File: src/rtl/wps_pkg.sv
// Shared types and constants for the WAV PCM stream parser.
// No dependencies; imported by wav_pcm_stream_parser.
package wps_pkg;

    typedef logic [1:0] kind_t;
    typedef logic [2:0] err_t;

    // result kinds
    localparam kind_t KIND_HEADER = 2'd0;
    localparam kind_t KIND_SAMPLE = 2'd1;
    localparam kind_t KIND_ERROR  = 2'd2;

    // error codes
    localparam err_t ERR_RIFF      = 3'd0;
    localparam err_t ERR_WAVE      = 3'd1;
    localparam err_t ERR_FMT_TAG   = 3'd2;
    localparam err_t ERR_FMT_SIZE  = 3'd3;
    localparam err_t ERR_FORMAT_ID = 3'd4;
    localparam err_t ERR_WIDTH     = 3'd5;
    localparam err_t ERR_TRUNC     = 3'd6;

    // chunk tags as little-endian words, first byte in the low bits
    localparam logic [31:0] TAG_RIFF = 32'h4646_4952;
    localparam logic [31:0] TAG_WAVE = 32'h4556_4157;
    localparam logic [31:0] TAG_FMT  = 32'h2074_6d66;
    localparam logic [31:0] TAG_DATA = 32'h6174_6164;

    localparam logic [31:0] FMT_CHUNK_SIZE = 32'd16;
    localparam logic [31:0] PCM_FORMAT_ID  = 32'd1;

endpackage

File: src/rtl/wav_pcm_stream_parser.sv
// WAV (RIFF/PCM) byte-stream parser, top level.
// Depends on wps_pkg for result kinds, error codes and chunk tags.
//
//   channel  | direction | handshake           | payload
//   ---------+-----------+---------------------+---------------------------------------
//   in       | sink      | in_valid / in_stall | byte_value, end_of_file
//   out      | source    | out_valid/out_stall | result_kind, sample_value, sample_rate,
//            |           |                     | bits_per_sample, channel_count,
//            |           |                     | data_byte_count, frame_number,
//            |           |                     | error_code, last_sample
//
// One byte per cycle sustained while the output is not stalled: a request is held in the input
// register, is parsed in a single pass and its result, if any, lands in the output register.
// A result passes from the input register to the output register, where it can be taken
// once out_stall is low.
// Reset (rst_n low, asynchronous) returns the parser to the RIFF tag and clears both
// pipeline registers. A stalled output holds the input register, which then raises
// in_stall; bytes that give no result still wait for a free output slot.
module wav_pcm_stream_parser #(
    parameter int MAX_SAMPLE_BYTES = 4
) (
    input  logic                clk,
    input  logic                rst_n,
    input  logic                in_valid,
    output logic                in_stall,
    input  logic [7:0]          byte_value,
    input  logic                end_of_file,
    output logic                out_valid,
    input  logic                out_stall,
    output wps_pkg::kind_t      result_kind,
    output logic signed [31:0]  sample_value,
    output logic [31:0]         sample_rate,
    output logic [7:0]          bits_per_sample,
    output logic [7:0]          channel_count,
    output logic [31:0]         data_byte_count,
    output logic [31:0]         frame_number,
    output wps_pkg::err_t       error_code,
    output logic                last_sample
);
    import wps_pkg::*;

    localparam int ACC_W = 8 * MAX_SAMPLE_BYTES;

    // parse phases
    localparam logic [4:0] PH_RIFF   = 5'd0;
    localparam logic [4:0] PH_RSIZE  = 5'd1;
    localparam logic [4:0] PH_WAVE   = 5'd2;
    localparam logic [4:0] PH_FMT    = 5'd3;
    localparam logic [4:0] PH_FSIZE  = 5'd4;
    localparam logic [4:0] PH_FORMAT = 5'd5;
    localparam logic [4:0] PH_CHAN   = 5'd6;
    localparam logic [4:0] PH_RATE   = 5'd7;
    localparam logic [4:0] PH_SKIP6  = 5'd8;
    localparam logic [4:0] PH_BITS   = 5'd9;
    localparam logic [4:0] PH_TAG    = 5'd10;
    localparam logic [4:0] PH_CSIZE  = 5'd11;
    localparam logic [4:0] PH_CSKIP  = 5'd12;
    localparam logic [4:0] PH_DSIZE  = 5'd13;
    localparam logic [4:0] PH_DATA   = 5'd14;

    // bytes in the header field of each phase
    function automatic logic [2:0] field_len(input logic [4:0] ph);
        logic [2:0] len;
        unique case (ph)
            PH_FORMAT, PH_CHAN, PH_BITS: len = 3'd2;
            PH_SKIP6:                    len = 3'd6;
            PH_CSKIP, PH_DATA:           len = 3'd0;
            default:                     len = 3'd4;
        endcase
        return len;
    endfunction

    // input register
    logic        s1_valid_reg;
    logic [7:0]  s1_byte_reg;
    logic        s1_eof_reg;

    // parser state
    logic [4:0]       phase_reg, phase_next;
    logic [2:0]       fbc_reg, fbc_next;
    logic [31:0]      tag_reg, tag_next;
    logic [31:0]      rate_reg, rate_next;
    logic [7:0]       bits_reg, bits_next;
    logic [7:0]       chan_reg, chan_next;
    logic [31:0]      skip_reg, skip_next;
    logic [31:0]      data_reg, data_next;
    logic [ACC_W-1:0] acc_reg, acc_next;
    logic [10:0]      bif_reg, bif_next;
    logic [31:0]      frame_reg, frame_next;
    logic             halted_reg, halted_next;

    // output register
    logic               out_valid_reg;
    kind_t              kind_reg;
    logic signed [31:0] sval_reg;
    logic [31:0]        rate_out_reg;
    logic [7:0]         bits_out_reg;
    logic [7:0]         chan_out_reg;
    logic [31:0]        dcount_out_reg;
    logic [31:0]        fnum_out_reg;
    err_t               err_out_reg;
    logic               last_out_reg;

    // single-pass results
    logic             has_res;
    kind_t            res_kind;
    err_t             res_err;
    logic [31:0]      res_sval;
    logic [31:0]      res_fnum;
    logic             res_last;
    logic [31:0]      shifted;
    logic [31:0]      field_val;
    logic [2:0]       len;
    logic [2:0]       fbc_inc;
    logic [10:0]      bif_inc;
    logic [2:0]       q;
    logic [10:0]      fb;
    logic [ACC_W-1:0] acc_cur;
    logic [31:0]      acc_ext;
    logic             sign_bit;

    logic out_free;
    logic fire;

    // pipeline flow
    assign out_free = !out_valid_reg || !out_stall;
    assign fire     = s1_valid_reg && out_free;
    assign in_stall = s1_valid_reg && !out_free;

    // sample and frame sizes
    assign q  = bits_reg[5:3];
    assign fb = 11'(q) * 11'(chan_reg);

    // field value from the shift register
    assign shifted = {s1_byte_reg, tag_reg[31:8]};
    assign len     = field_len(phase_reg);
    assign fbc_inc = fbc_reg + 3'd1;
    assign bif_inc = bif_reg + 11'd1;

    always_comb
    begin
        case (len)
            3'd4:    field_val = shifted;
            3'd2:    field_val = {16'd0, shifted[31:16]};
            default: field_val = 32'd0;
        endcase
    end

    // first-channel byte lanes
    always_comb
    begin
        acc_cur = acc_reg;
        for (int k = 0; k < MAX_SAMPLE_BYTES; k++)
        begin
            if (bif_reg == 11'(k) && 11'(k) < 11'(q))
            begin
                acc_cur[8*k +: 8] = s1_byte_reg;
            end
        end
    end

    // sign extension by sample width
    assign acc_ext = 32'(acc_cur);

    always_comb
    begin
        sign_bit = 1'b0;
        for (int k = 1; k <= MAX_SAMPLE_BYTES; k++)
        begin
            if (q == 3'(k))
            begin
                sign_bit = acc_ext[8*k-1];
            end
        end
    end

    // parse step for one byte
    always_comb
    begin
        phase_next  = phase_reg;
        fbc_next    = fbc_reg;
        tag_next    = tag_reg;
        rate_next   = rate_reg;
        bits_next   = bits_reg;
        chan_next   = chan_reg;
        skip_next   = skip_reg;
        data_next   = data_reg;
        acc_next    = acc_reg;
        bif_next    = bif_reg;
        frame_next  = frame_reg;
        halted_next = halted_reg;
        has_res     = 1'b0;
        res_kind    = KIND_HEADER;
        res_err     = ERR_RIFF;
        res_sval    = 32'd0;
        res_fnum    = 32'd0;
        res_last    = 1'b0;

        if (!halted_reg)
        begin
            if (phase_reg == PH_CSKIP)
            begin
                skip_next = skip_reg - 32'd1;
                if (skip_next == 32'd0)
                begin
                    phase_next = PH_TAG;
                end
            end
            else if (phase_reg == PH_DATA)
            begin
                acc_next  = acc_cur;
                data_next = data_reg - 32'd1;
                bif_next  = bif_inc;
                if (bif_inc >= fb)
                begin
                    has_res  = 1'b1;
                    res_kind = KIND_SAMPLE;
                    for (int i = 0; i < 32; i++)
                    begin
                        res_sval[i] = (6'(i) < {q, 3'b000}) ? acc_ext[i] : sign_bit;
                    end
                    res_fnum   = frame_reg;
                    res_last   = data_next < 32'(fb);
                    frame_next = frame_reg + 32'd1;
                    bif_next   = 11'd0;
                    acc_next   = '0;
                end
                if (data_next == 32'd0)
                begin
                    halted_next = 1'b1;
                end
            end
            else if (phase_reg < PH_DATA)
            begin
                tag_next = shifted;
                fbc_next = fbc_inc;
                if (fbc_inc >= len)
                begin
                    fbc_next = 3'd0;
                    unique case (phase_reg)
                        PH_RIFF:
                        begin
                            if (field_val != TAG_RIFF)
                            begin
                                has_res = 1'b1; res_kind = KIND_ERROR; res_err = ERR_RIFF;
                            end
                            else phase_next = PH_RSIZE;
                        end
                        PH_RSIZE: phase_next = PH_WAVE;
                        PH_WAVE:
                        begin
                            if (field_val != TAG_WAVE)
                            begin
                                has_res = 1'b1; res_kind = KIND_ERROR; res_err = ERR_WAVE;
                            end
                            else phase_next = PH_FMT;
                        end
                        PH_FMT:
                        begin
                            if (field_val != TAG_FMT)
                            begin
                                has_res = 1'b1; res_kind = KIND_ERROR;
                                res_err = ERR_FMT_TAG;
                            end
                            else phase_next = PH_FSIZE;
                        end
                        PH_FSIZE:
                        begin
                            if (field_val != FMT_CHUNK_SIZE)
                            begin
                                has_res = 1'b1; res_kind = KIND_ERROR;
                                res_err = ERR_FMT_SIZE;
                            end
                            else phase_next = PH_FORMAT;
                        end
                        PH_FORMAT:
                        begin
                            if (field_val != PCM_FORMAT_ID)
                            begin
                                has_res = 1'b1; res_kind = KIND_ERROR;
                                res_err = ERR_FORMAT_ID;
                            end
                            else phase_next = PH_CHAN;
                        end
                        PH_CHAN:
                        begin
                            chan_next  = field_val[7:0];
                            phase_next = PH_RATE;
                        end
                        PH_RATE:
                        begin
                            rate_next  = field_val;
                            phase_next = PH_SKIP6;
                        end
                        PH_SKIP6: phase_next = PH_BITS;
                        PH_BITS:
                        begin
                            bits_next = field_val[7:0];
                            if (bits_next[2:0] != 3'd0 || bits_next[7:3] == 5'd0 ||
                                bits_next[7:3] > 5'(MAX_SAMPLE_BYTES) || chan_reg == 8'd0)
                            begin
                                has_res = 1'b1; res_kind = KIND_ERROR; res_err = ERR_WIDTH;
                            end
                            else phase_next = PH_TAG;
                        end
                        PH_TAG:
                        begin
                            phase_next = (field_val == TAG_DATA) ? PH_DSIZE : PH_CSIZE;
                        end
                        PH_CSIZE:
                        begin
                            skip_next  = field_val;
                            phase_next = (field_val == 32'd0) ? PH_TAG : PH_CSKIP;
                        end
                        PH_DSIZE:
                        begin
                            data_next  = field_val;
                            bif_next   = 11'd0;
                            acc_next   = '0;
                            frame_next = 32'd0;
                            has_res    = 1'b1;
                            res_kind   = KIND_HEADER;
                            phase_next = PH_DATA;
                            if (field_val == 32'd0)
                            begin
                                halted_next = 1'b1;
                            end
                        end
                        default: ;
                    endcase
                end
            end
            else
            begin
                halted_next = 1'b1;
            end

            // an error stops the parser
            if (has_res && res_kind == KIND_ERROR)
            begin
                halted_next = 1'b1;
            end

            // end of file before completion
            if (s1_eof_reg && !halted_next)
            begin
                has_res     = 1'b1;
                res_kind    = KIND_ERROR;
                res_err     = ERR_TRUNC;
                halted_next = 1'b1;
            end
        end
    end

    // input register control
    always_ff @(posedge clk or negedge rst_n)
    begin
        if (!rst_n)
        begin
            s1_valid_reg <= 1'b0;
        end
        else if (!in_stall)
        begin
            s1_valid_reg <= in_valid;
        end
    end

    // input register payload
    always_ff @(posedge clk)
    begin
        if (in_valid && !in_stall)
        begin
            s1_byte_reg <= byte_value;
            s1_eof_reg  <= end_of_file;
        end
    end

    // parser state update
    always_ff @(posedge clk or negedge rst_n)
    begin
        if (!rst_n)
        begin
            phase_reg  <= PH_RIFF;
            fbc_reg    <= 3'd0;
            tag_reg    <= 32'd0;
            rate_reg   <= 32'd0;
            bits_reg   <= 8'd0;
            chan_reg   <= 8'd0;
            skip_reg   <= 32'd0;
            data_reg   <= 32'd0;
            acc_reg    <= '0;
            bif_reg    <= 11'd0;
            frame_reg  <= 32'd0;
            halted_reg <= 1'b0;
        end
        else if (fire)
        begin
            phase_reg  <= phase_next;
            fbc_reg    <= fbc_next;
            tag_reg    <= tag_next;
            rate_reg   <= rate_next;
            bits_reg   <= bits_next;
            chan_reg   <= chan_next;
            skip_reg   <= skip_next;
            data_reg   <= data_next;
            acc_reg    <= acc_next;
            bif_reg    <= bif_next;
            frame_reg  <= frame_next;
            halted_reg <= halted_next;
        end
    end

    // output register control
    always_ff @(posedge clk or negedge rst_n)
    begin
        if (!rst_n)
        begin
            out_valid_reg <= 1'b0;
        end
        else if (out_free)
        begin
            out_valid_reg <= fire && has_res;
        end
    end

    // output register payload, fields of other kinds forced to zero
    always_ff @(posedge clk)
    begin
        if (fire && has_res)
        begin
            kind_reg       <= res_kind;
            sval_reg       <= (res_kind == KIND_SAMPLE) ? res_sval : 32'sd0;
            fnum_out_reg   <= (res_kind == KIND_SAMPLE) ? res_fnum : 32'd0;
            last_out_reg   <= (res_kind == KIND_SAMPLE) && res_last;
            rate_out_reg   <= (res_kind == KIND_HEADER) ? rate_next : 32'd0;
            bits_out_reg   <= (res_kind == KIND_HEADER) ? bits_next : 8'd0;
            chan_out_reg   <= (res_kind == KIND_HEADER) ? chan_next : 8'd0;
            dcount_out_reg <= (res_kind == KIND_HEADER) ? data_next : 32'd0;
            err_out_reg    <= (res_kind == KIND_ERROR) ? res_err : ERR_RIFF;
        end
    end

    assign out_valid       = out_valid_reg;
    assign result_kind     = kind_reg;
    assign sample_value    = sval_reg;
    assign sample_rate     = rate_out_reg;
    assign bits_per_sample = bits_out_reg;
    assign channel_count   = chan_out_reg;
    assign data_byte_count = dcount_out_reg;
    assign frame_number    = fnum_out_reg;
    assign error_code      = err_out_reg;
    assign last_sample     = last_out_reg;

endmodule

File: config.mk
export PLATFORM = sky130hd
export DESIGN_NAME = wav_pcm_stream_parser
export DESIGN_NICKNAME = d
export VERILOG_FILES = /design/src/rtl/wps_pkg.sv /design/src/rtl/wav_pcm_stream_parser.sv
export SDC_FILE = /design/constraint.sdc
export NUM_CORES = 1
export LEC_CHECK = 0
export BUFFER_PORTS_ARGS = -buffer_cell sky130_fd_sc_hd__clkbuf_2
export CORE_MARGIN = 2
export CORE_UTILIZATION = 60
export CTS_CLUSTER_DIAMETER = 40
export DETAILED_ROUTE_END_ITERATION = 8
export PLACE_DENSITY_LB_ADDON = 0.12
export SYNTH_ARGS = -nofsm -noshare
export SYNTH_HDL_FRONTEND = slang
export SYNTH_SLANG_ARGS = --single-unit
File: constraint.sdc
create_clock -name clk -period 12.1 [get_ports clk]
set_input_delay 1.21 -clock clk [delete_from_list [all_inputs] [get_ports clk]]
set_output_delay 1.21 -clock clk [all_outputs]
set_load 0.01 [all_outputs]
==> results of run 1 <==
## stage by stage
| step | power (mW) | hold slack (ps) | setup WS [ps] |
|---|---|---|---|
| 2_1_floorplan | 1.38 | 450 | 1040 |
| 3_3_place_gp | 1.42 | 463 | 6090 |
| 3_5_place_dp | 1.42 | 470 | 5920 |
| 4_1_cts | 2.87 | 483 | 5870 |
| 5_1_grt | 2.93 | 508 | 5270 |
| 6_report | 2.86 | 480 | 5790 |
## worst max path at each step
| stage | start | endpoint | slack (ps) |
|---|---|---|---|
| 5_1_grt | bits_reg[5]$_DFFE_PN0P_ | channel_count[3]$_SDFFCE_PP0P_ | 5270 |
| 4_1_cts | bits_reg[5]$_DFFE_PN0P_ | channel_count[3]$_SDFFCE_PP0P_ | 5870 |
| 6_report | bits_reg[5]$_DFFE_PN0P_ | channel_count[3]$_SDFFCE_PP0P_ | 5790 |
| 3_5_place_dp | bits_reg[5]$_DFFE_PN0P_ | channel_count[5]$_SDFFCE_PP0P_ | 5920 |
| 3_3_place_gp | bits_reg[5]$_DFFE_PN0P_ | frame_number[19]$_SDFFCE_PP0P_ | 6090 |
| 2_1_floorplan | bits_reg[5]$_DFFE_PN0P_ | bits_per_sample[0]$_SDFFCE_PP0P_ | 1040 |
## final cells by class
type / instances / area [µm²]
fillers: 2745 / 11200
flip-flops and latches: 380 / 10300
multi-input cells: 1538 / 10200
clock buffers: 63 / 1320
repair buffers: 201 / 1110
well taps: 461 / 577
clock inverters: 25 / 312
inverters: 50 / 188
## cell families (layout without fill, tap and decap cells)
kind of cell    count (synthesis)  count (layout)
fa+ha+maj                      50              50
mux                            93              93
simple gates                  762             762
compound gates                582             582
buf+inv                       205             339
flops                         380             380
xor+xnor                       51              51
## tightest hold or removal path: cells and delay by family, from the launching register on
kind	cells	cell delay (ps)
flip-flops	1	340
AO/OA/AOI/OAI	1	60
AND/OR/NAND/NOR	1	50
## power groups by stage
stage	clock network, mW	registers (mW)	logic, mW
2_1_floorplan	0	1.37	0.0168
3_3_place_gp	0	1.37	0.0448
3_5_place_dp	0	1.37	0.0455
4_1_cts	1.48	1.35	0.0456
5_1_grt	1.53	1.35	0.0492
6_report	1.46	1.35	0.0455
## per-layer routing
metal / track usage, % / wire length, µm / share of wire [%]
met1: 45.5 / 25300 / 40
met2: 55.7 / 29500 / 47
met3: 5.26 / 5080 / 8.1
met4: 16.3 / 2940 / 4.7
met5: 0 / 0 / 0
## Yosys cell counts (13+ instances only)
library cell  instances
nor3_1               40
edfxtp_1            159
nor3b_1              14
nand4_1              31
buf_2                21
ha_1                 43
xnor2_1              34
and3_1               17
o22ai_1              32
a21oi_1             101
a32o_1               37
nor2_1              166
mux2i_1              29
clkbuf_1            122
nand2b_1             24
and2_1               68
inv_1                50
o31ai_1              22
o21a_1               21
dfrtp_1             221
or3_1                21
o21ai_0             159
xor2_1               17
a31oi_1              25
mux2_2               32
a22o_1               46
a22oi_1              17
a21o_1               21
nor4_1               42
nand2_1             199
o32ai_1              13
nor2b_1              21
nand3_1              49
mux2_4               29
==> flow_metrics.py, run 1 <==
metrics = {
    "logic_synthesis": {
        "ys_seq_area_share_pct": 48.4,
        "synthTopCellsByArea": "dfrtp_1 (26%), edfxtp_1 (22%), o21ai_0 (3.7%), nand2_1 (3.5%), nor2_1 (2.9%)",
        "yosys.area_share.adder_pct": 3.18,
        "yosys.area.top_type_share_pct": 26.0,
        "synthFlopType": "dfrtp_1",
        "synth_warnings": 0,
        "synth_cell_type_count": 86,
        "synthXorXnorAreaFrac_pct": 2.10,
        "synth_area_leader_cell": "dfrtp_1",
        "synthArstFlopShare_pct": 58.2,
        "syn_nets": 2186,
        "netlist_area_um2": 21300,
        "synth_edf_count": 159,
        "avgSynthCellArea_um2": 10.0,
        "synth_simple_gate_area_share_pct": 18.6,
        "synth_top_family_by_area": "simple AND/OR/NAND/NOR gates",
        "synthMuxAreaShare_pct": 5.26,
        "ys_ff_latch": 380,
        "syn-instance-count": 2123,
        "synth-compound-area-share_pct": 18.6,
    },
    "layout": {
        "fin_cells": 2718,
        "final_nets": 2282,
        "final_area_um2": 24000,
        "area_growth_pct": 12.9,
        "final_common_cell": "dfrtp_1",
        "fin_util_pct": 68.3,
        "drive_gt1_share_pct": 16.5,
        "antenna_cells": 0,
        "final_cell_mix": "dfrtp_1 (221), nand2_1 (199), nor2_1 (164), clkbuf_2 (163)",
    },
    "routing": {
        "drt_pass1_iterations": 5,
        "via_per_inst": 6.62,
        "antenna_left": 0,
        "wirelength_um": 62800,
        "wl_per_cell_um": 23.1,
        "drc": 0,
        "num_vias": 18000,
        "drt_first_iter_violations": 1849,
    },
    "setup_path": {
        "rr_startpoint": "bits_reg[5]$_DFFE_PN0P_",
        "reg2regPathDepth": 20,
        "path_max_fanout": 25,
        "path_class": "register to register",
        "r2r-end": "channel_count[3]$_SDFFCE_PP0P_",
        "cp.arrival_ps": 6690,
        "crit_chain": "nand2_1 > fa_1 > inv_1 > ha_1 > fa_1 > a21o_1 > a21oi_1 > o21bai_1 > a21oi_1 > xnor2_1 > ha_1 > a21o_1 > a21o_1 > a21oi_1 > nand2_1 > a21oi_1 > nor2_1 > a31oi_1 > nand2_1 > o32ai_1",
        "ff2ff_setup_slack_ps": 5790,
        "crit_cells": 20,
        "crit_slowest_cell": "dfrtp_1",
        "crit_required_ps": 12480,
        "endpoint_kind": "register",
        "worstSetupStartpointType": "register",
        "crit_path_frequent_cell": "a21oi_1",
        "cp_num_buf_inv": 1,
        "cp_top_family": "compound AO/OA/AOI/OAI gates",
        "cpPeakStageDelay_ps": 830,
    },
    "clock_network": {
        "root_buffer": "clkbuf_16",
        "cts_setup_buffers": 0,
        "hold_buffers": 0,
        "numCtsBuffers": 48,
        "clk_pin_slew_worst_paths_ps": 60,
        "htree_levels": 2,
        "clock_latency_ps": 600,
        "cts_tree": "yes",
        "cts_sinks": 380,
        "clockBufferDepth": 3,
        "ctsResizeCount": 0,
    },
    "sta": {
        "maxSlewHeadroom_pct": 19.4,
        "fmax_ghz": 0.158,
        "hold_violations": 0,
        "period_minus_slack_ps": 6310,
        "setup_tns_ps": 0,
        "fin_crit_sh_pct": 52.2,
        "slew_viol_final": 0,
        "tightestPinTransition_ps": 1200,
        "rsz0062_at_grt": "no",
        "setup-violations-final": 0,
        "clock-skew-final_ps": 18.9,
    },
    "power_and_ir_drop": {
        "p_seq_share_pct": 47.2,
        "combPwrFrac_pct": 1.6,
        "vdd_drop_max_mv": 0.138,
        "p_leak_nw": 10.5,
        "p_sw_share_pct": 22.4,
        "power_density_nw_per_um2": 119,
        "p_clk_share_pct": 51.2,
        "switchingPower_mw": 0.642,
        "internal_power_mw": 2.22,
    },
    "placed_design": {
        "dp_hpwl_um": 42500,
        "gp_congestion": 0.958,
        "dp_cells": 2630,
        "io_buffers": 164,
        "dpl_cell_area_um2": 22400,
    },
    "global_route": {
        "grt_util_all_layers_pct": 34.4,
        "grt_pass1_wl_um": 98200,
        "grt_overflow": 0,
        "first_global_vias": 17200,
        "antenna_found_initial": 0,
        "grt_max_degree": 98,
    },
    "worst_hold_path": {
        "min_path_cells": 2,
        "holdCritStartpoint": "acc_reg[7]$_DFFE_PN0P_",
        "worstHoldEndpoint": "acc_reg[7]$_DFFE_PN0P_",
        "min_path_type": "register to register",
    },
    "floorplan": {
        "die_y_um": 192,
        "dieArea_um2": 37000,
        "die_x_um": 192,
        "ios": 165,
        "num_rows": 69,
        "initial_core_util_pct": 60.5,
        "core_um2": 35200,
    },
    "outcome": {
        "outcome": "completed",
    },
    "flow_run": {
        "cap_violations": 0,
    },
}
Power figures use the tool's default switching activity.
==> run 2, diff against run 1 <==
--- a/config.mk
+++ b/config.mk
@@ -5,9 +5,10 @@
 export SDC_FILE = /design/constraint.sdc
 export NUM_CORES = 1
 export LEC_CHECK = 0
+export ABC_AREA = 1
 export BUFFER_PORTS_ARGS = -buffer_cell sky130_fd_sc_hd__clkbuf_2
 export CORE_MARGIN = 2
-export CORE_UTILIZATION = 60
+export CORE_UTILIZATION = 55
 export CTS_CLUSTER_DIAMETER = 40
 export DETAILED_ROUTE_END_ITERATION = 8
 export PLACE_DENSITY_LB_ADDON = 0.12
==> constraint.sdc (replaced) <==
create_clock -name clk -period 5.2 [get_ports clk]
set_input_delay 0.52 -clock clk [delete_from_list [all_inputs] [get_ports clk]]
set_output_delay 0.52 -clock clk [all_outputs]
set_load 0.01 [all_outputs]
==> run 2 against run 1 <==
First-iteration DRC count is 8.5% lower. Sequential power up 130%. Power up 140%. Non-clock buffer count grew 6. Final cell count is 20% higher. Register-to-register slack got worse by 5300 ps. Largest power group unchanged. The run now ends with hold timing left. Critical endpoint is now data_byte_count[31]$_SDFFCE_PP0P_. Routed wire length decreased by 3.0%. Clock skew up 0.93 ps. Hold slack lost 520 ps. Sequential share of layout area shrank 0.99 points.
==> flow_metrics.py, run 2 <==
metrics = {
    "outcome": {
        "outcome": "complete, but fails checks",
        "violations": "hold timing",
    },
    "routing": {
        "via_per_inst": 5.61,
        "num_vias": 18300,
        "drc": 0,
        "wl_per_cell_um": 18.7,
        "wirelength_um": 60900,
        "drt_first_iter_violations": 1692,
        "drt_pass1_iterations": 6,
        "antenna_left": 0,
    },
    "power_and_ir_drop": {
        "p_seq_share_pct": 45.9,
        "p_sw_share_pct": 22.6,
        "power_density_nw_per_um2": 277,
        "combPwrFrac_pct": 1.7,
        "internal_power_mw": 5.28,
        "vdd_drop_max_mv": 0.259,
        "p_leak_nw": 10.9,
        "switchingPower_mw": 1.54,
        "p_clk_share_pct": 52.5,
    },
    "global_route": {
        "grt_pass1_wl_um": 96300,
        "first_global_vias": 17400,
        "grt_overflow": 0,
        "antenna_found_initial": 0,
        "grt_util_all_layers_pct": 30.2,
        "grt_max_degree": 121,
    },
    "logic_synthesis": {
        "netlist_area_um2": 21500,
        "synth_edf_count": 159,
        "ys_ff_latch": 380,
        "synth_warnings": 0,
        "synthTopCellsByArea": "dfrtp_1 (26%), edfxtp_1 (22%), nand2_1 (9.1%), nor2_1 (5.9%), o21ai_0 (5.7%)",
        "yosys-top-cells-count": "nand2_1 (522), nor2_1 (338), inv_1 (262)",
        "syn-instance-count": 2531,
        "synthFlopType": "dfrtp_1",
        "yosysMostFrequentCell": "nand2_1",
        "avgSynthCellArea_um2": 8.49,
        "synth_area_leader_cell": "dfrtp_1",
        "synth_cell_type_count": 52,
        "ys_seq_area_share_pct": 47.9,
        "syn_nets": 2594,
        "synthArstFlopShare_pct": 58.2,
        "yosys.area.top_type_share_pct": 25.7,
    },
    "placed_design": {
        "dp_hpwl_um": 43600,
        "io_buffers": 164,
        "gp_congestion": 0.927,
    },
    "sta": {
        "fin_crit_sh_pct": 90.8,
        "clock-skew-final_ps": 19.8,
        "rsz0062_at_grt": "no",
        "tightestPinTransition_ps": 1160,
        "setup-violations-final": 0,
        "period_minus_slack_ps": 4720,
        "slew_viol_final": 0,
        "hold_violations": 28,
        "hold_slack_ps": -42.2,
        "fmax_ghz": 0.212,
        "maxSlewHeadroom_pct": 22.8,
    },
    "clock_network": {
        "clock_latency_ps": 600,
        "clockBufferDepth": 3,
        "cts_tree": "yes",
        "cts_setup_buffers": 0,
        "cts_sinks": 380,
        "clk_pin_slew_worst_paths_ps": 60,
        "htree_levels": 2,
        "ctsResizeCount": 0,
        "numCtsBuffers": 52,
        "root_buffer": "clkbuf_16",
        "hold_buffers": 0,
    },
    "layout": {
        "area_growth_pct": 14.5,
        "fin_util_pct": 63.7,
        "drive_gt1_share_pct": 16.1,
        "fillers": 3353,
        "final_nets": 2755,
        "final_cell_mix": "nand2_1 (516), nor2_1 (336), inv_1 (259), o21ai_0 (244), dfrtp_1 (220)",
        "final_common_cell": "nand2_1",
        "antenna_cells": 0,
    },
    "floorplan": {
        "core_um2": 38600,
        "dieArea_um2": 40700,
        "initial_core_util_pct": 55.6,
        "die_y_um": 202,
        "num_rows": 72,
        "die_x_um": 202,
        "ios": 165,
    },
    "setup_path": {
        "cp.arrival_ps": 4950,
        "path_class": "register to register",
        "path_max_fanout": 108,
        "crit_required_ps": 5430,
        "worstSetupStartpointType": "register",
        "endpoint_kind": "register",
    },
    "worst_hold_path": {
        "min_path_type": "input port to asynchronous set/reset pin",
    },
    "flow_run": {
        "cap_violations": 0,
    },
}
[run 2: power by group through the flow]
stage | clock [mW] | combinational (mW) | sequential [mW]
after detailed placement | 0 | 0.114 | 3.18
after CTS | 3.64 | 0.115 | 3.13
after global routing | 3.76 | 0.125 | 3.13
final | 3.58 | 0.113 | 3.13
after floorplan | 0 | 0.0368 | 3.18
after global placement | 0 | 0.114 | 3.18
[run 2: kinds of logic after synthesis]
| logic type | Yosys count | share of synthesized area (%) |
|---|---|---|
| buffers and inverters | 372 | 7.36 |
| flip-flops | 380 | 47.9 |
| AO/OA/AOI/OAI | 497 | 13.4 |
| adder cells (fa/ha/maj) | 50 | 3.15 |
| AND/OR/NAND/NOR | 1153 | 25.0 |
| XOR/XNOR | 79 | 3.22 |
[run 2: layer usage]
metal,vias up,wire [µm],track usage [%]
li1,8775,-,-
met1,8697,27000,42.7
met2,671,27200,46.3
met3,125,4740,5.94
met4,0,1970,10.8
met5,-,0,0
[run 2: worst paths after layout]
| path | slack, ps | cells past startpoint | to | startpoint |
|---|---|---|---|---|
| hold reg to reg | 480 | 2 | rate_reg[22]$_DFFE_PN0P_ | rate_reg[22]$_DFFE_PN0P_ |
| min in group clk | 100 | 1 | s1_byte_reg[7]$_DFFE_PP_ | byte_value[7] |
| setup / recovery | 480 | 27 | data_byte_count[31]$_SDFFCE_PP0P_ | bits_reg[4]$_DFFE_PN0P_ |
| max in group asynchronous | 4040 | 2 | bits_reg[4]$_DFFE_PN0P_ | rst_n |
| setup reg to reg | 480 | 27 | data_byte_count[31]$_SDFFCE_PP0P_ | bits_reg[4]$_DFFE_PN0P_ |
| hold / removal | -40 | 1 | rate_reg[30]$_DFFE_PN0P_ | rst_n |
[run 2: cell type report]
class	count	area [µm²]	share of cell area, %
multi-input combinational	1779	9670	39.3
tap	518	648	2.63
clock buffer	63	1380	5.62
inverter	272	1020	4.16
sequential	380	10300	41.9
clock inverter	35	385	1.57
timing repair buffer	207	1200	4.89
[run 2: critical path, cell delays in order, from the launching register on]
cell and delay, ps:
dfrtp_2 510, nand2_1 120, fa_1 520, inv_2 50, ha_4 230, a21oi_2 120, nand2_1 80, a21oi_1 150
nor2_1 50, nor2_1 160, nor2_1 60, o21ai_1 110, nand2_1 70, xnor2_1 150, ha_1 310, nand2_1 70
nor2_1 130, nand2_1 80, o211ai_1 90, a31oi_1 60, nand2_1 110, nand2_2 80, o21ai_0 110, o21ai_1 80
nand2_1 80, nand2_2 70, clkinvlp_4 110, buf_12 340
[run 2: through the flow]
stage / area (µm²) / total power, mW / setup WS, ps / std cells / setup TNS, ps
global route: 24600 / 7.01 / 18.2 / 3254 / 0
floorplan: 21600 / 3.22 / -916 / 2531 / -137450
CTS: 24600 / 6.88 / 374 / 3254 / 0
finish: 24600 / 6.82 / 478 / 3254 / 0
global placement: 22800 / 3.30 / 520 / 3156 / 0
detailed placement: 22800 / 3.30 / 397 / 3156 / 0
